### config.mk
export PLATFORM = sky130hd
export DESIGN_NAME = muxed_adc_request_scheduler_flat
export DESIGN_NICKNAME = d
export VERILOG_FILES = /design/src/rtl/madc_pkg.sv /design/src/rtl/madc_if.sv /design/src/rtl/muxed_adc_request_scheduler.sv /design/src/flat_wrapper.sv
export SDC_FILE = /design/constraint.sdc
export NUM_CORES = 1
export LEC_CHECK = 0
export BUFFER_PORTS_ARGS = -buffer_cell sky130_fd_sc_hd__buf_2
export CAP_MARGIN = 10
export CORE_MARGIN = 4
export CORE_UTILIZATION = 50
export DETAILED_ROUTE_END_ITERATION = 10
export PLACE_DENSITY = 0.66
export SLEW_MARGIN = 0
export SYNTH_ARGS = -nofsm -noshare
export SYNTH_HDL_FRONTEND = slang
export SYNTH_SLANG_ARGS = --single-unit
### constraint.sdc
create_clock -name clk -period 13.8 [get_ports clk]
set_input_delay 2.76 -clock clk [delete_from_list [all_inputs] [get_ports clk]]
set_output_delay 2.76 -clock clk [all_outputs]
set_load 0.05 [all_outputs]
### src/rtl/madc_pkg.sv
// Shared definitions for the multiplexed ADC request scheduler.
// Holds opcodes, register indexes, conversion constants and the control store.
// No dependencies.
package madc_pkg;

	localparam int CHANNELS_DEF = 16;
	localparam int ADDR_W       = 4;

	// input opcodes
	localparam logic [1:0] OP_REQ  = 2'd0;
	localparam logic [1:0] OP_DONE = 2'd1;
	localparam logic [1:0] OP_TICK = 2'd2;
	localparam logic [1:0] OP_NONE = 2'd3;

	// register indexes (byte address / 4)
	localparam logic [1:0] R_MUX     = 2'd0;
	localparam logic [1:0] R_RANGE   = 2'd1;
	localparam logic [1:0] R_SHIFT   = 2'd2;
	localparam logic [1:0] R_TIMEOUT = 2'd3;

	localparam logic        KIND_RESULT = 1'b0;
	localparam logic        KIND_START  = 1'b1;

	localparam logic [2:0]  SHIFT_RST    = 3'd2;
	localparam logic [15:0] TIMEOUT_RST  = 16'd1060;
	localparam logic [15:0] ELAPSED_MAX  = 16'hFFFF;
	localparam logic [9:0]  CODE_SCALE   = 10'd1000;
	localparam logic signed [27:0] VOLT_OFFSET = 28'sd9216000;
	localparam logic signed [27:0] OVERLOAD_UV = 28'sd100000000;
	localparam logic signed [27:0] TRUNC_BIAS  = 28'sd15;

	// datapath actions
	localparam logic [3:0] A_NOP        = 4'd0;
	localparam logic [3:0] A_FETCH      = 4'd1;
	localparam logic [3:0] A_SET_PEND   = 4'd2;
	localparam logic [3:0] A_START_REQ  = 4'd3;
	localparam logic [3:0] A_UNSUP      = 4'd4;
	localparam logic [3:0] A_CLR_TMO    = 4'd5;
	localparam logic [3:0] A_TICK       = 4'd6;
	localparam logic [3:0] A_MUL        = 4'd7;
	localparam logic [3:0] A_SUB        = 4'd8;
	localparam logic [3:0] A_RESULT     = 4'd9;
	localparam logic [3:0] A_SCAN_INIT  = 4'd10;
	localparam logic [3:0] A_SCAN       = 4'd11;
	localparam logic [3:0] A_START_SCAN = 4'd12;

	// jump conditions
	localparam logic [3:0] C_NEXT       = 4'd0;
	localparam logic [3:0] C_ALWAYS     = 4'd1;
	localparam logic [3:0] C_OP_NOT_REQ = 4'd2;
	localparam logic [3:0] C_UNSUP      = 4'd3;
	localparam logic [3:0] C_NO_START   = 4'd4;
	localparam logic [3:0] C_OP3        = 4'd5;
	localparam logic [3:0] C_OP_DONE    = 4'd6;
	localparam logic [3:0] C_NO_TMO     = 4'd7;
	localparam logic [3:0] C_IDLE       = 4'd8;
	localparam logic [3:0] C_NONE_PEND  = 4'd9;
	localparam logic [3:0] C_NOT_HIT    = 4'd10;

	// program steps
	localparam logic [3:0] S_FETCH      = 4'd0;
	localparam logic [3:0] S_DISPATCH   = 4'd1;
	localparam logic [3:0] S_REQ_CHK    = 4'd2;
	localparam logic [3:0] S_REQ_SET    = 4'd3;
	localparam logic [3:0] S_REQ_START  = 4'd4;
	localparam logic [3:0] S_UNSUP      = 4'd5;
	localparam logic [3:0] S_OP3        = 4'd6;
	localparam logic [3:0] S_DONE_CHK   = 4'd7;
	localparam logic [3:0] S_TICK       = 4'd8;
	localparam logic [3:0] S_BUSY_CHK   = 4'd9;
	localparam logic [3:0] S_MUL        = 4'd10;
	localparam logic [3:0] S_SUB        = 4'd11;
	localparam logic [3:0] S_RESULT     = 4'd12;
	localparam logic [3:0] S_SCAN_INIT  = 4'd13;
	localparam logic [3:0] S_SCAN       = 4'd14;
	localparam logic [3:0] S_SCAN_START = 4'd15;

	typedef struct packed {
		logic [3:0] act;
		logic [3:0] cond;
		logic [3:0] target;
		logic       emit;
	} ctrl_t;

	function automatic ctrl_t ucode(input logic [3:0] pc);
		ctrl_t w;
		w = '{act: A_NOP, cond: C_ALWAYS, target: S_FETCH, emit: 1'b0};
		unique case (pc)
			S_FETCH:      w = '{act: A_FETCH,      cond: C_NEXT,       target: S_FETCH,    emit: 1'b0};
			S_DISPATCH:   w = '{act: A_NOP,        cond: C_OP_NOT_REQ, target: S_OP3,      emit: 1'b0};
			S_REQ_CHK:    w = '{act: A_NOP,        cond: C_UNSUP,      target: S_UNSUP,    emit: 1'b0};
			S_REQ_SET:    w = '{act: A_SET_PEND,   cond: C_NO_START,   target: S_FETCH,    emit: 1'b0};
			S_REQ_START:  w = '{act: A_START_REQ,  cond: C_ALWAYS,     target: S_FETCH,    emit: 1'b1};
			S_UNSUP:      w = '{act: A_UNSUP,      cond: C_ALWAYS,     target: S_FETCH,    emit: 1'b1};
			S_OP3:        w = '{act: A_NOP,        cond: C_OP3,        target: S_FETCH,    emit: 1'b0};
			S_DONE_CHK:   w = '{act: A_CLR_TMO,    cond: C_OP_DONE,    target: S_BUSY_CHK, emit: 1'b0};
			S_TICK:       w = '{act: A_TICK,       cond: C_NO_TMO,     target: S_FETCH,    emit: 1'b0};
			S_BUSY_CHK:   w = '{act: A_NOP,        cond: C_IDLE,       target: S_FETCH,    emit: 1'b0};
			S_MUL:        w = '{act: A_MUL,        cond: C_NEXT,       target: S_FETCH,    emit: 1'b0};
			S_SUB:        w = '{act: A_SUB,        cond: C_NEXT,       target: S_FETCH,    emit: 1'b0};
			S_RESULT:     w = '{act: A_RESULT,     cond: C_NEXT,       target: S_FETCH,    emit: 1'b1};
			S_SCAN_INIT:  w = '{act: A_SCAN_INIT,  cond: C_NONE_PEND,  target: S_FETCH,    emit: 1'b0};
			S_SCAN:       w = '{act: A_SCAN,       cond: C_NOT_HIT,    target: S_SCAN,     emit: 1'b0};
			S_SCAN_START: w = '{act: A_START_SCAN, cond: C_ALWAYS,     target: S_FETCH,    emit: 1'b1};
			default:      w = '{act: A_NOP,        cond: C_ALWAYS,     target: S_FETCH,    emit: 1'b0};
		endcase
		return w;
	endfunction

endpackage

### src/rtl/madc_if.sv
// Valid/ready channels of the ADC request scheduler: request items in,
// result and start-command beats out. No dependencies.
interface madc_item_if;
	logic        valid;
	logic        ready;
	logic [1:0]  opcode;
	logic [7:0]  channel;
	logic [15:0] adc_code;

	modport source (output valid, opcode, channel, adc_code, input ready);
	modport sink   (input valid, opcode, channel, adc_code, output ready);
endinterface

interface madc_result_if;
	logic               valid;
	logic               ready;
	logic               kind;
	logic [7:0]         chan_out;
	logic signed [27:0] volts_value;
	logic               overload;
	logic               timed_out;
	logic               unsupported;
	logic [3:0]         control_word;
	logic               last;

	modport source (output valid, kind, chan_out, volts_value, overload, timed_out,
		unsupported, control_word, last, input ready);
	modport sink   (input valid, kind, chan_out, volts_value, overload, timed_out,
		unsupported, control_word, last, output ready);
endinterface

### src/rtl/muxed_adc_request_scheduler.sv
// Top level of the multiplexed ADC request scheduler: microcoded sequencer,
// pending-bit store, conversion datapath and APB register block.
// Depends on madc_pkg and the channels in madc_if.sv.
//
// Usage: items (opcode, channel, adc_code) enter on the items channel; each
// causes zero, one or two beats on the results channel, the last one flagged
// by last. A request marks a channel pending and, when no conversion runs,
// issues a start command (kind 1). A done event, or a millisecond tick past
// timeout_ms, emits the measurement (kind 0) and then starts the next pending
// channel found round-robin. Registers are written over the APB port at byte
// address 4*index; the user must write them only while no item is in flight,
// as the block itself does not enforce it.
// Program steps: a request passes dispatch, the support check and the pending
// update, plus a start step if it starts a conversion; a done or a timeout of
// a running conversion passes the multiply, subtract and result steps, then,
// when another channel waits, a round-robin scan and a start-command step.
// Results sit in one output register; the next beat may load in the cycle the
// current one is taken. While the receiver stalls, the sequencer holds on its
// emitting step and no new item is accepted.
// Reset clears the pending bits, the sequencer and the registers to their
// defaults (timeout 1060 ms, integration code 2); the block is usable at once.
module muxed_adc_request_scheduler #(
	parameter int CHANNELS = madc_pkg::CHANNELS_DEF
) (
	input  logic                        clk,
	input  logic                        arst_n,
	madc_item_if.sink                   items,
	madc_result_if.source               results,
	input  logic                        psel,
	input  logic                        penable,
	input  logic                        pwrite,
	input  logic [madc_pkg::ADDR_W-1:0] paddr,
	input  logic [31:0]                 pwdata,
	output logic [31:0]                 prdata,
	output logic                        pready
);
	import madc_pkg::*;

	localparam int IDX_W = (CHANNELS > 1) ? $clog2(CHANNELS) : 1;
	localparam int CNT_W = $clog2(CHANNELS + 1);
	localparam logic [IDX_W-1:0] LAST_IDX = IDX_W'(CHANNELS - 1);

	// configuration
	logic        mux_q;
	logic        range_q;
	logic [2:0]  shift_q;
	logic [15:0] timeout_q;

	// scheduler state
	logic [3:0]          pc_q;
	logic [CHANNELS-1:0] pend_q;
	logic [CNT_W-1:0]    cnt_q;
	logic                busy_q;
	logic [7:0]          cur_q;
	logic [15:0]         elapsed_q;
	logic [IDX_W-1:0]    x_q;
	logic                tmo_q;

	// latched item
	logic [1:0]  op_q;
	logic [7:0]  ch_q;
	logic [15:0] code_q;

	// conversion datapath
	logic [25:0]        prod_q;
	logic signed [27:0] diff_q;

	// output register
	logic               ov_q;
	logic               o_kind_q;
	logic [7:0]         o_chan_q;
	logic signed [27:0] o_volts_q;
	logic               o_ovl_q;
	logic               o_tmo_q;
	logic               o_uns_q;
	logic [3:0]         o_cw_q;
	logic               o_last_q;

	ctrl_t              cw;
	logic               out_free;
	logic               stall;
	logic               go;
	logic               jump;
	logic               unsup;
	logic [IDX_W-1:0]   rd_idx;
	logic               pend_rd;
	logic [15:0]        elapsed_inc;
	logic [IDX_W-1:0]   cur_idx;
	logic [IDX_W-1:0]   cur_next;
	logic [IDX_W-1:0]   x_next;
	logic signed [27:0] div_val;
	logic signed [27:0] meas_val;
	logic [25:0]        scaled;
	logic               cfg_wr;

	assign cw       = ucode(pc_q);
	assign out_free = !ov_q || results.ready;
	assign stall    = ((cw.act == A_FETCH) && !items.valid) || (cw.emit && !out_free);
	assign go       = !stall;

	assign items.ready = (cw.act == A_FETCH);

	assign unsup = ({1'b0, ch_q} >= 9'(CHANNELS)) || ((ch_q != 8'd0) && !mux_q);

	assign cur_idx  = cur_q[IDX_W-1:0];
	assign cur_next = (cur_idx == LAST_IDX) ? '0 : cur_idx + 1'b1;
	assign x_next   = (x_q == LAST_IDX) ? '0 : x_q + 1'b1;

	// single read port into the pending bits
	always_comb begin
		case (cw.act)
			A_MUL:   rd_idx = cur_idx;
			A_SCAN:  rd_idx = x_q;
			default: rd_idx = ch_q[IDX_W-1:0];
		endcase
	end
	assign pend_rd = pend_q[rd_idx];

	assign elapsed_inc = (elapsed_q == ELAPSED_MAX) ? elapsed_q : elapsed_q + 16'd1;

	assign scaled   = prod_q >> shift_q;
	// divide by sixteen, truncating toward zero
	assign div_val  = (diff_q + (diff_q[27] ? TRUNC_BIAS : 28'sd0)) >>> 4;
	assign meas_val = (code_q == 16'd0) ? OVERLOAD_UV : (range_q ? div_val : diff_q);

	always_comb begin
		unique case (cw.cond)
			C_NEXT:       jump = 1'b0;
			C_ALWAYS:     jump = 1'b1;
			C_OP_NOT_REQ: jump = (op_q != OP_REQ);
			C_UNSUP:      jump = unsup;
			C_NO_START:   jump = pend_rd || busy_q;
			C_OP3:        jump = (op_q == OP_NONE);
			C_OP_DONE:    jump = (op_q == OP_DONE);
			C_NO_TMO:     jump = !busy_q || (elapsed_inc < timeout_q);
			C_IDLE:       jump = !busy_q;
			C_NONE_PEND:  jump = (cnt_q == '0);
			C_NOT_HIT:    jump = !pend_rd;
			default:      jump = 1'b1;
		endcase
	end

	// sequencer and scheduler state
	always_ff @(posedge clk or negedge arst_n) begin
		if (!arst_n) begin
			pc_q      <= S_FETCH;
			pend_q    <= '0;
			cnt_q     <= '0;
			busy_q    <= 1'b0;
			cur_q     <= 8'd0;
			elapsed_q <= 16'd0;
			x_q       <= '0;
			tmo_q     <= 1'b0;
		end else if (go) begin
			pc_q <= jump ? cw.target : pc_q + 4'd1;
			case (cw.act)
				A_SET_PEND: begin
					if (!pend_rd) begin
						pend_q[rd_idx] <= 1'b1;
						cnt_q          <= cnt_q + 1'b1;
					end
				end
				A_START_REQ: begin
					busy_q    <= 1'b1;
					cur_q     <= ch_q;
					elapsed_q <= 16'd0;
				end
				A_START_SCAN: begin
					busy_q    <= 1'b1;
					cur_q     <= 8'(x_q);
					elapsed_q <= 16'd0;
				end
				A_CLR_TMO: tmo_q <= 1'b0;
				A_TICK: begin
					if (busy_q) begin
						elapsed_q <= elapsed_inc;
					end
					tmo_q <= 1'b1;
				end
				A_MUL: begin
					// drop the finished channel
					busy_q <= 1'b0;
					if (pend_rd) begin
						pend_q[rd_idx] <= 1'b0;
						cnt_q          <= cnt_q - 1'b1;
					end
				end
				A_SCAN_INIT: x_q <= cur_next;
				A_SCAN: begin
					if (!pend_rd) begin
						x_q <= x_next;
					end
				end
				default: ;
			endcase
		end
	end

	// item latch and arithmetic
	always_ff @(posedge clk) begin
		if (items.valid && items.ready) begin
			op_q   <= items.opcode;
			ch_q   <= items.channel;
			code_q <= items.adc_code;
		end
		if (go && (cw.act == A_MUL)) begin
			prod_q <= 26'(code_q) * 26'(CODE_SCALE);
		end
		if (go && (cw.act == A_SUB)) begin
			diff_q <= VOLT_OFFSET - $signed({2'b00, scaled});
		end
	end

	// output register
	always_ff @(posedge clk or negedge arst_n) begin
		if (!arst_n) begin
			ov_q <= 1'b0;
		end else if (go && cw.emit) begin
			ov_q <= 1'b1;
		end else if (results.ready) begin
			ov_q <= 1'b0;
		end
	end

	always_ff @(posedge clk) begin
		if (go && cw.emit) begin
			case (cw.act)
				A_RESULT: begin
					o_kind_q  <= KIND_RESULT;
					o_chan_q  <= cur_q;
					o_volts_q <= meas_val;
					o_ovl_q   <= (code_q == 16'd0);
					o_tmo_q   <= tmo_q;
					o_uns_q   <= 1'b0;
					o_cw_q    <= 4'd0;
					o_last_q  <= (cnt_q == '0);
				end
				A_UNSUP: begin
					o_kind_q  <= KIND_RESULT;
					o_chan_q  <= ch_q;
					o_volts_q <= 28'sd0;
					o_ovl_q   <= 1'b0;
					o_tmo_q   <= 1'b0;
					o_uns_q   <= 1'b1;
					o_cw_q    <= 4'd0;
					o_last_q  <= 1'b1;
				end
				default: begin
					o_kind_q  <= KIND_START;
					o_chan_q  <= (cw.act == A_START_SCAN) ? 8'(x_q) : ch_q;
					o_volts_q <= 28'sd0;
					o_ovl_q   <= 1'b0;
					o_tmo_q   <= 1'b0;
					o_uns_q   <= 1'b0;
					o_cw_q    <= {range_q, shift_q};
					o_last_q  <= 1'b1;
				end
			endcase
		end
	end

	assign results.valid        = ov_q;
	assign results.kind         = o_kind_q;
	assign results.chan_out     = o_chan_q;
	assign results.volts_value  = o_volts_q;
	assign results.overload     = o_ovl_q;
	assign results.timed_out    = o_tmo_q;
	assign results.unsupported  = o_uns_q;
	assign results.control_word = o_cw_q;
	assign results.last         = o_last_q;

	// register block
	assign pready = 1'b1;
	assign cfg_wr = psel && penable && pwrite;

	always_ff @(posedge clk or negedge arst_n) begin
		if (!arst_n) begin
			mux_q     <= 1'b0;
			range_q   <= 1'b0;
			shift_q   <= SHIFT_RST;
			timeout_q <= TIMEOUT_RST;
		end else if (cfg_wr) begin
			unique case (paddr[3:2])
				R_MUX:     mux_q     <= pwdata[0];
				R_RANGE:   range_q   <= pwdata[0];
				R_SHIFT:   shift_q   <= pwdata[2:0];
				R_TIMEOUT: timeout_q <= pwdata[15:0];
				default: ;
			endcase
		end
	end

	always_comb begin
		unique case (paddr[3:2])
			R_MUX:     prdata = {31'd0, mux_q};
			R_RANGE:   prdata = {31'd0, range_q};
			R_SHIFT:   prdata = {29'd0, shift_q};
			R_TIMEOUT: prdata = {16'd0, timeout_q};
			default:   prdata = 32'd0;
		endcase
	end

	// checks
	a_cnt_matches_bits: assert property (@(posedge clk) disable iff (!arst_n)
		(pc_q == S_FETCH) |-> (cnt_q == CNT_W'($countones(pend_q))))
		else $error("pending count out of step with pending bits");

	a_busy_iff_pending: assert property (@(posedge clk) disable iff (!arst_n)
		(pc_q == S_FETCH) |-> (busy_q == (cnt_q != '0)))
		else $error("busy flag disagrees with pending count");

	a_cur_pending: assert property (@(posedge clk) disable iff (!arst_n)
		((pc_q == S_FETCH) && busy_q) |-> pend_q[cur_idx])
		else $error("running channel not marked pending");

	a_scan_has_target: assert property (@(posedge clk) disable iff (!arst_n)
		(cw.act == A_SCAN) |-> (cnt_q != '0))
		else $error("round-robin scan entered with nothing pending");

	a_emit_waits: assert property (@(posedge clk) disable iff (!arst_n)
		(cw.emit && ov_q && !results.ready) |=> (pc_q == $past(pc_q)))
		else $error("sequencer moved past a blocked emit step");

endmodule
### src/flat_wrapper.sv
// flat-port wrapper written by rule: the top's interface ports become plain ports
module muxed_adc_request_scheduler_flat import madc_pkg::*;
#(
	parameter int CHANNELS = madc_pkg::CHANNELS_DEF
)
  (clk, arst_n, psel, penable, pwrite, paddr, pwdata, prdata, pready, items_valid, items_opcode, items_channel, items_adc_code, items_ready, results_valid, results_kind, results_chan_out, results_volts_value, results_overload, results_timed_out, results_unsupported, results_control_word, results_last, results_ready);
  madc_item_if items_i ();
  madc_result_if results_i ();
  input  logic clk;
  input  logic arst_n;
  input  logic psel;
  input  logic penable;
  input  logic pwrite;
  input  logic [madc_pkg::ADDR_W-1:0] paddr;
  input  logic [31:0] pwdata;
  output logic [31:0] prdata;
  output logic pready;
  input wire logic [$bits(items_i.valid)-1:0] items_valid;
  input wire logic [$bits(items_i.opcode)-1:0] items_opcode;
  input wire logic [$bits(items_i.channel)-1:0] items_channel;
  input wire logic [$bits(items_i.adc_code)-1:0] items_adc_code;
  output wire logic [$bits(items_i.ready)-1:0] items_ready;
  output wire logic [$bits(results_i.valid)-1:0] results_valid;
  output wire logic [$bits(results_i.kind)-1:0] results_kind;
  output wire logic [$bits(results_i.chan_out)-1:0] results_chan_out;
  output wire logic [$bits(results_i.volts_value)-1:0] results_volts_value;
  output wire logic [$bits(results_i.overload)-1:0] results_overload;
  output wire logic [$bits(results_i.timed_out)-1:0] results_timed_out;
  output wire logic [$bits(results_i.unsupported)-1:0] results_unsupported;
  output wire logic [$bits(results_i.control_word)-1:0] results_control_word;
  output wire logic [$bits(results_i.last)-1:0] results_last;
  input wire logic [$bits(results_i.ready)-1:0] results_ready;
  assign items_i.valid = items_valid;
  assign items_i.opcode = items_opcode;
  assign items_i.channel = items_channel;
  assign items_i.adc_code = items_adc_code;
  assign items_ready = items_i.ready;
  assign results_valid = results_i.valid;
  assign results_kind = results_i.kind;
  assign results_chan_out = results_i.chan_out;
  assign results_volts_value = results_i.volts_value;
  assign results_overload = results_i.overload;
  assign results_timed_out = results_i.timed_out;
  assign results_unsupported = results_i.unsupported;
  assign results_control_word = results_i.control_word;
  assign results_last = results_i.last;
  assign results_i.ready = results_ready;
  muxed_adc_request_scheduler #(.CHANNELS(CHANNELS)) u_core (.clk(clk), .arst_n(arst_n), .items(items_i), .results(results_i), .psel(psel), .penable(penable), .pwrite(pwrite), .paddr(paddr), .pwdata(pwdata), .prdata(prdata), .pready(pready));
endmodule
Word-level counts from Yosys, hierarchy flattened --
Memory sizes are Yosys's and may differ from the RTL's. Cells that the tools add are included.
Storage, ports and cells: memories 1, memory bits (read-only) 208, bits in registers 199, output and inout port bits 80, input port bits 69
Operators by class: order comparisons 4, muxes and demuxes 33, $add $sub $neg 8, equal/unequal tests 33, bitwise logic cells 5, shifts and indexed selects 1, multipliers 1, reduce and logical (&&, ||, !) cells 48
Memories:
- (no name shown) | words 16, bits a word 13, rd ports 1, clocked after Yosys merged registers in 0, write ports 0, RTL line madc_pkg.sv:88 | unique case (pc)
Operators with widths (count):
- $pmux 32 s4 | 1
- $mux 16 | 4
- $pmux 16 s2 | 2
- $eq 4x4->1 const B | 10
- $eq 4x3->1 const B | 8
- $pmux 8 s2 | 2
- $add 28x28->28 | 1
- $mux 28 | 1
- $mux 27 | 1
- $sub 24x26->27 const A | 1
- $shr 26x3->26 | 1
- $mul 16x7->23 const B | 1
- $mux 4 | 5
- $add 16x1->16 const B | 1
- $and 16x16->16 | 1
- $eq 16x16->1 const B | 1
- $eq 4x2->1 const B | 4
- $logic_not 16->1 | 1
- $lt 16x16->1 | 1
- $not 16->16 | 1
- $or 16x16->16 | 1
- $pmux 4 s2 | 2
- $reduce_bool 2->1 | 8
- $reduce_and 2->1 | 7
- other kinds (30) | 67

Depth between registers and ports, before layout --
Gate-level depths: netlist (run 1). An unclocked memory read counts as a cell.
word-level depth 11, mapped depth 20, gate-level depth less buffers 19

Least setup slack after synthesis (run 1) --
Ideal clock, no wire load.
path type input-to-output, start point input port paddr[2] (netlist bit), end point output port prdata[10], data required time 11040 ps, buffers on the path 2, data arrival time 4051 ps, cell stages on the path 4, path slack 6989 ps, path through clkbuf_1 -> nand2_1 -> clkbuf_1 -> nor2_1
On the way: cells in the longest elaborated chain, start to end 2, elaborated cells on any way between the ends 5, classes of those cells eq/ne (3); mux (1); reduce/logical (1)
Ends and longest elaborated chain:
- start: declaration | RTL line flat_wrapper.sv:14 | input logic [madc_pkg::ADDR_W-1:0] paddr;
- $eq 2x2->1 (tied with other cells) | RTL line muxed_adc_request_scheduler.sv:294 | unique case (paddr[3:2])
- $pmux 32 s4 (*) | RTL line muxed_adc_request_scheduler.sv:294
- end: declaration | RTL line flat_wrapper.sv:16 | output logic [31:0] prdata;
Every way passes the cells marked *; elsewhere a longest branch is shown, timed or not. The select of a mux whose other input is x is not followed.

Worst setup path in the final report (run 1) --
start point input port paddr[2] (netlist bit), end point output port prdata[0]
Same word-level chain as after synthesis.

==> results, run 1 <==
- 149 I/O pins were placed.
- The number of buffer and inverter instances along the worst setup path is 2.
- The vertical extent of the die is 175.8 um.
- The type of the setup path with the least slack is in2out.
- The leading cell type in the layout, fill and taps excluded is sky130_fd_sc_hd__inv_1.
- The endpoint kind of the worst setup timing path is an output port.
- The area growth from synthesis to final layout is 10.14%.
- Traced cell by cell, the critical path runs through buf_2, mux4_2, buf_2.
- The die covers 30910 sq um.
- Of the total synthesized cell area, the portion taken by XOR and XNOR cells is 0.04852.
- Of all nets on the critical path, the largest fanout is 7.
- The number of clock buffers added by TritonCTS is 17.
- The post-synthesis cell count is 1367.
- At the end of routability-driven placement, the weighted congestion stood at 0.8962.
- The number of slew-limit violations in the final report is 0.
- The pin count of the biggest net entering global routing is 78.
- The adder and majority cell fraction of the synthesized area is 0.1589.
- The starting density of the core is 0.5068.
- The slew of the pin with the lowest slew margin is 1.070 ns.
- The number of input and output port buffers inserted is 113.
- The routed design has 28.90 mm of wire.
- The path type of the worst min-delay path is reg2reg.
- The HPWL reported at the end of detailed placement is 22.10 mm.
- Counting the fill cells in the layout gives 2437.
- For this run, the detailed router's first-pass iteration total came to 5.
- Across the routed clock network, the largest skew measured is 0.01283 ns.
- In the synthesized netlist the async set-or-reset flop fraction comes to 0.3889.
- The post-synthesis compound-gate area fraction is 0.1320.
- The post-synthesis instance area is 14080 sq um.
- The number of flip-flops and latches in the synthesized netlist is 198.
- The number of global-route vias before repair is 9537.
- The leftover overflow at the end of global routing is 0.
- The share of post-route cells with drive strength above 1 is 0.1563.
- Synthesis instantiated 82 different standard cells from the library.
- For this run, the leading register cell type out of synthesis is sky130_fd_sc_hd__edfxtp_1.
- The region available for standard cell placement spans 27780 sq um.
- The number of antenna violations at the first check in global routing is 0.
- The clock insertion delay at the later pin of the skew report is 0.45 ns.
- Among the stages of the critical path, the cell type that occurs most often is sky130_fd_sc_hd__buf_2.
- The total of warnings raised by yosys is 0.
- The width of the die is 175.8 um.
- Using the TritonRoute via totals, the vias-per-cell ratio works out to 5.410.
- The final critical-path required period is 6.468 ns.
- After synthesis, the share of cell area in mux cells is 0.06744.
- Derived from the worst setup path, the maximum achievable clock frequency is 0.1546 GHz.
- TritonCTS built the clock tree.
- The synthesized design contains 121 enable-type register cells.
- In the global route stage, overall resource usage came out at 0.1910.
- In the layout the commonest cells are 127 x sky130_fd_sc_hd__inv_1, 121 x sky130_fd_sc_hd__nand2_1, 121 x sky130_fd_sc_hd__edfxtp_1.
- At the worst endpoint, the required time is 11.04 ns.
- For this run, design rule violations remaining after detail routing come to 0.
- The count of endpoints failing setup in the final report is 0.
- Of the total synthesized cell area, the portion taken by AND, OR, NAND and NOR gates is 0.1372.
- The wire length of the first global-routing pass is 48.29 mm.
- The remaining max-slew budget at the tightest pin is 0.2857.
- The clock tree root driver cell is sky130_fd_sc_hd__clkbuf_16.
- Clock-pin slew was measured on the worst setup and hold paths at 0.07 ns.
- In the final routed layout, each cell accounts on average for 15.62 um.
- In this run the mean area of a mapped cell was 10.30 sq um.
- The number of antenna diodes in the final layout is 0.
- The violation count after the first detailed-routing iteration is 675.
- The final antenna-violating net count is 0.
- The total via count after detailed routing is 10010.
- For flop-to-flop paths, the worst setup slack is 8.63 ns.
- For this design, the sink count on the clock tree is 198.
- Setup repair after global routing left no endpoint under its margin.
- The row count is 61.
- Among cell families on the critical path, the largest total delay comes from multiplexers.
- Max-cap violations in this run came to 0.
- Post-CTS timing repair inserted 0 buffers for setup.
- The dominant combinational cell family by area after synthesis is adder cells.
- The slowest stage cell on the critical path is sky130_fd_sc_hd__mux4_2.
- The register area share after synthesis is 0.3952.
- After clock tree synthesis, the repair step resized 0 gates.
- The number of failing hold endpoints at the final stage is 0.
- Of the available clock period, the critical path in the final layout requires 0.4687.
- The worst setup path is launched from an input port.
- The clock passes through at most 2 buffers.
- The post-cts hold buffer count is 0.
- The setup TNS after final layout is 0 ns.
- The critical path arrival is 3.71 ns.
- The run finished with clean final reports.
- After the last flow step, the layout net total stands at 1675.
- The clock tree synthesis step divided the H-tree into 4 levels.
- The critical path's largest stage delay is 0.53 ns.
[routing by layer]
layer  track usage  wire length (um)  part of all wire  vias to the layer above
li1              -                 -                 -                     5020
met1        0.2763             14090              0.49                     4722
met2        0.3030             13010              0.45                      238
met3       0.02906              1330             0.046                       29
met4       0.05166               476             0.016                        0
met5             0                 0                 0                        -
[worst register-to-register path, stage by stage (launching register included)]
cell,delay (ns)
sky130_fd_sc_hd__edfxtp_1,0.53
sky130_fd_sc_hd__fa_1,0.57
sky130_fd_sc_hd__fa_1,0.52
sky130_fd_sc_hd__inv_1,0.05
sky130_fd_sc_hd__fa_1,0.49
sky130_fd_sc_hd__fa_1,0.51
sky130_fd_sc_hd__inv_1,0.04
sky130_fd_sc_hd__ha_1,0.32
sky130_fd_sc_hd__a21oi_1,0.23
sky130_fd_sc_hd__o21bai_1,0.09
sky130_fd_sc_hd__a21oi_1,0.21
sky130_fd_sc_hd__o21ai_0,0.20
sky130_fd_sc_hd__a211o_1,0.32
sky130_fd_sc_hd__and3_1,0.22
sky130_fd_sc_hd__o211a_1,0.24
sky130_fd_sc_hd__nor2_1,0.11
sky130_fd_sc_hd__a21oi_1,0.09
sky130_fd_sc_hd__xor2_1,0.14
[registers in the layout, summed over array words and instances, names as in the netlist, 2 cells and up, named ones only]
signal,flops
u_core.results.volts_value,28
u_core.diff_q,27
u_core.prod_q,23
u_core.code_q,16
u_core.elapsed_q,16
u_core.timeout_q,16
u_core.ch_q,8
u_core.cur_q,8
u_core.results.chan_out,8
u_core.cnt_q,5
u_core.pc_q,4
u_core.results.control_word,4
u_core.x_q,4
u_core.shift_q,3
u_core.op_q,2
[per-stage QoR]
stage          std cells  utilization  area, sq um  setup slack (ns)  hold WS, ns
2_1_floorplan       1382            -        14140             6.989       0.4459
3_3_place_gp        1818       0.5375        14930             7.342       0.4650
5_1_grt             1850       0.5582        15510             7.201       0.5242
4_1_cts             1850       0.5582        15510             7.339       0.4860
6_report            1850       0.5582        15510             7.332       0.4816
3_5_place_dp        1818       0.5375        14930             7.338       0.4649
[synthesized netlist by cell type, drive strengths merged (14+ instances only)]
library cell	count	area, sq um
inv	128	480.5
edfxtp	121	3633
nand2	121	454.2
nor2	112	425.4
ha	94	1176
dfrtp	73	1827
o21ai	65	325.3
a21oi	54	274.0
fa	53	1061
xnor2	50	437.9
buf	38	251.5
nand3	37	195.2
mux2i	33	330.3
clkbuf	31	116.4
xor2	28	245.2
a31oi	26	162.7
nor3	25	125.1
a211oi	21	157.7
mux4	21	473.0
a21o	16	120.1
and3	16	100.1
nand2b	14	87.58
nor2b	14	87.58
[cell type report]
| class | count | area (sq um) | share of cell area |
|---|---|---|---|
| clock buffers | 19 | 464.2 | 0.02993 |
| flip-flops and latches | 198 | 5565 | 0.3589 |
| well taps | 378 | 473.0 | 0.03050 |
| clock inverters | 13 | 112.6 | 0.007261 |
| repair buffers | 127 | 673.1 | 0.04340 |
| multi-input cells | 987 | 7740 | 0.4991 |
| inverters | 128 | 480.5 | 0.03098 |
[path summary, 6_finish.rpt]
kind,from,end,cells past startpoint
worst max-delay path,paddr[2],prdata[0],3
worst min-delay path,u_core.cnt_q[4],u_core.cnt_q[4],1
worst max register to register,u_core.code_q[0],u_core.prod_q[24],17
worst min register to register,u_core.cnt_q[4],u_core.cnt_q[4],1
max in group asynchronous,arst_n,async pin,1
min in group asynchronous,arst_n,u_core.elapsed_q[0],1
[logic make-up (layout without fill, tap and decap cells)]
family                     Yosys count  count (layout)
muxes                               67              67
AOI/OAI and AO/OA                  274             274
and+or+nand+nor                    404             404
xor gates and xnor gates            78              78
DFF                                198             198
adders and majority gates          147             147
buffers and inverters              197             287
other                                2              17
Power of run 1 is not shown: default switching activity piles up to over one toggle a cycle in this logic, so the estimate is an artifact.
==> inputs of run 2 (changes only) <==
clock period = 6.4 ns   (was 13.8 ns; I/O delays follow)
==> results, run 2 (synthesized netlist as in run 1, its figures left out) <==
- The full die area is 30910 sq um.
- The type of the setup path with the least slack is reg2reg.
- For this run, the top clock speed supported by timing is 0.1960 GHz.
- Setup repair after global routing left no endpoint under its margin.
- In the final timing run, aggregate negative setup slack is 0 ns.
- The final route contains 10160 vias.
- The final critical-path required period is 5.103 ns.
- The critical path crosses 17 cells after its start point.
- The root buffer cell chosen for the clock tree is sky130_fd_sc_hd__clkbuf_16.
- Along the worst path, the maximum fanout reaches 6.
- The family with the most delay on the worst path is adder cells.
- Across the run, the number of max-cap violations was 0.
- The final worst clock skew is 0.01289 ns.
- The slew of the pin with the lowest slew margin is 1.117 ns.
- Among the stages of the critical path, the cell type that occurs most often is sky130_fd_sc_hd__fa_1.
- The path class of the tightest hold or removal check is reg2reg.
- 0 antenna diodes ended up in the layout.
- The share of the cycle needed by the critical path after routing is 0.7973.
- The number of buffer and inverter instances along the worst setup path is 2.
- The flip-flop count of the largest register, all copies and words added is 28.
- The depth of the worst register-to-register path is 17.
- The placer's final routability congestion estimate is 0.8755.
- The number of failing hold endpoints at the final stage was 0.
- The number of antenna violations at the first check in global routing came to 0.
- For this design the top-level I/O count stands at 149.
- The post-detailed-route wirelength per cell is 15.77 um.
- After global routing the overflow that remains totals 0.
- The CTS buffer count is 17.
- The HPWL reported at the end of detailed placement is 22.53 mm.
- In the final layout, the share of cells above drive strength 1 is 0.1556.
- The startpoint identified for the worst register-to-register timing path is u_core.code_q[0].
- The slowest stage cell on the critical path is sky130_fd_sc_hd__fa_1.
- TritonCTS built the clock tree.
- The overall routed net length is 29.18 mm.
- The critical path arrival is 5.28 ns.
- The worst pin sits at a relative slew slack of 0.2495.
- The number of fillers in the final layout is 2505.
- Entering global routing, the biggest net connects 45 pins.
- Once the clock tree was built, the setup fixing pass inserted 0 buffers.
- The number of instances on the worst hold path is 1.
- The width of the die is 175.8 um.
- Clock tree synthesis found a total of 198 sinks.
- For this run, the total global-route usage over all layers was measured as 0.1909.
- The maximum clock path buffer count is 2.
- Clock-pin slew was measured on the worst setup and hold paths at 0.07 ns.
- The CTS H-tree depth is 4.
- The wire length of the first global-routing pass is 48.30 mm.
- The vertical extent of the die is 175.8 um.
- The count of endpoints failing setup in the final report is 0.
- The worst setup path is launched from a flop.
- The flow ran to the end, and the final reports show no timing, DRC or antenna violations.
- The final antenna-violating net count is 0.
- At the worst endpoint, the required time is 6.58 ns.
- The endpoint kind of the worst setup timing path is a flop.
- The violation count after the first detailed-routing iteration is 709.
- The row count is 61.
- The area growth from synthesis to final layout is 9.925%.
- The number of slew-limit violations in the final report is 0.
- The via density per instance is 5.494.
- Input and output buffers added on the ports amount to 113.
- The critical path's largest stage delay is 0.57 ns.
- The clock insertion delay at the later pin of the skew report is 0.44 ns.
- The initial utilization of the core area, before any placement, comes to 0.5068.
- The startpoint of the lowest-slack hold path is u_core.cnt_q[4].
- In this run the worst setup path begins at u_core.code_q[0].
- The number of remaining DRC errors is 0.
- The final-stage net count is 1675.
- Leaving out fill and tap cells, the most frequent cell in the layout is sky130_fd_sc_hd__inv_1.
- The critical path goes through fa_1, fa_1, inv_1, fa_1, fa_1, inv_1, ha_1, a21oi_1, o21bai_1, a21oi_1, o21ai_0, a211o_1, and3_1, o211a_1, nor2_1, a21oi_1, xor2_1.
- The number of global-route vias before repair is 9669.
- Once the clock tree was built, the resizer swapped 0 gates to a different size.
- The post-cts hold buffer count is 0.
- The number of optimization iterations in the first detailed-route pass is 5.
- The top cell types in the final layout, fill and taps aside, are 127 x sky130_fd_sc_hd__inv_1, 121 x sky130_fd_sc_hd__nand2_1, 121 x sky130_fd_sc_hd__edfxtp_1.
- The core outline area is 27780 sq um.
==> run 2: cell types whose count changed in the layout (fill, tap and decap cells not counted) <==
cell / change
sky130_fd_sc_hd__inv_6: +2
sky130_fd_sc_hd__clkbuf_1: +1
sky130_fd_sc_hd__clkbuf_16: -1
sky130_fd_sc_hd__clkbuf_8: -1
sky130_fd_sc_hd__clkinv_4: -1
sky130_fd_sc_hd__clkinvlp_4: +1
sky130_fd_sc_hd__inv_8: -1
==> run 2: final timing paths <==
kind	slack (ns)	end
min reg2reg	0.49	u_core.cnt_q[4]
max	1.30	u_core.prod_q[24]
max in group asynchronous	4.65	u_core.cur_q[7]
min	0.49	u_core.cnt_q[4]
min in group asynchronous	0.80	u_core.elapsed_q[5]
max reg2reg	1.30	u_core.prod_q[24]
==> run 2: final cells by class <==
cell class / count / area (sq um) / share of cell area
Multi-Input combinational cell: 987 / 7740 / 0.5000
Timing Repair Buffer: 127 / 673.1 / 0.04349
Inverter: 128 / 480.5 / 0.03104
Clock inverter: 14 / 117.6 / 0.007598
Tap cell: 378 / 473.0 / 0.03056
Clock buffer: 18 / 429.2 / 0.02773
Sequential cell: 198 / 5565 / 0.3596
==> run 2: per-layer routing <==
layer  vias to the layer above  track usage  share of wire
met2                       278       0.3044           0.46
met3                        26      0.03013          0.051
li1                       5011            -              -
met1                      4848       0.2754           0.48
met5                         -            0              0
met4                         0      0.04808          0.015
==> run 2: stage by stage <==
| step | cell area, sq um | hold WS (ns) | utilization | std cells | setup WS [ns] |
|---|---|---|---|---|---|
| 2_1_floorplan | 14140 | 0.4459 | - | 1382 | 1.301 |
| 3_3_place_gp | 14930 | 0.4631 | 0.5375 | 1818 | 1.336 |
| 3_5_place_dp | 14930 | 0.4662 | 0.5375 | 1818 | 1.267 |
| 4_1_cts | 15480 | 0.4859 | 0.5572 | 1850 | 1.250 |
| 5_1_grt | 15480 | 0.5036 | 0.5572 | 1850 | 0.8632 |
| 6_report | 15480 | 0.4877 | 0.5572 | 1850 | 1.297 |
Power of run 2 is left out for the same reason.
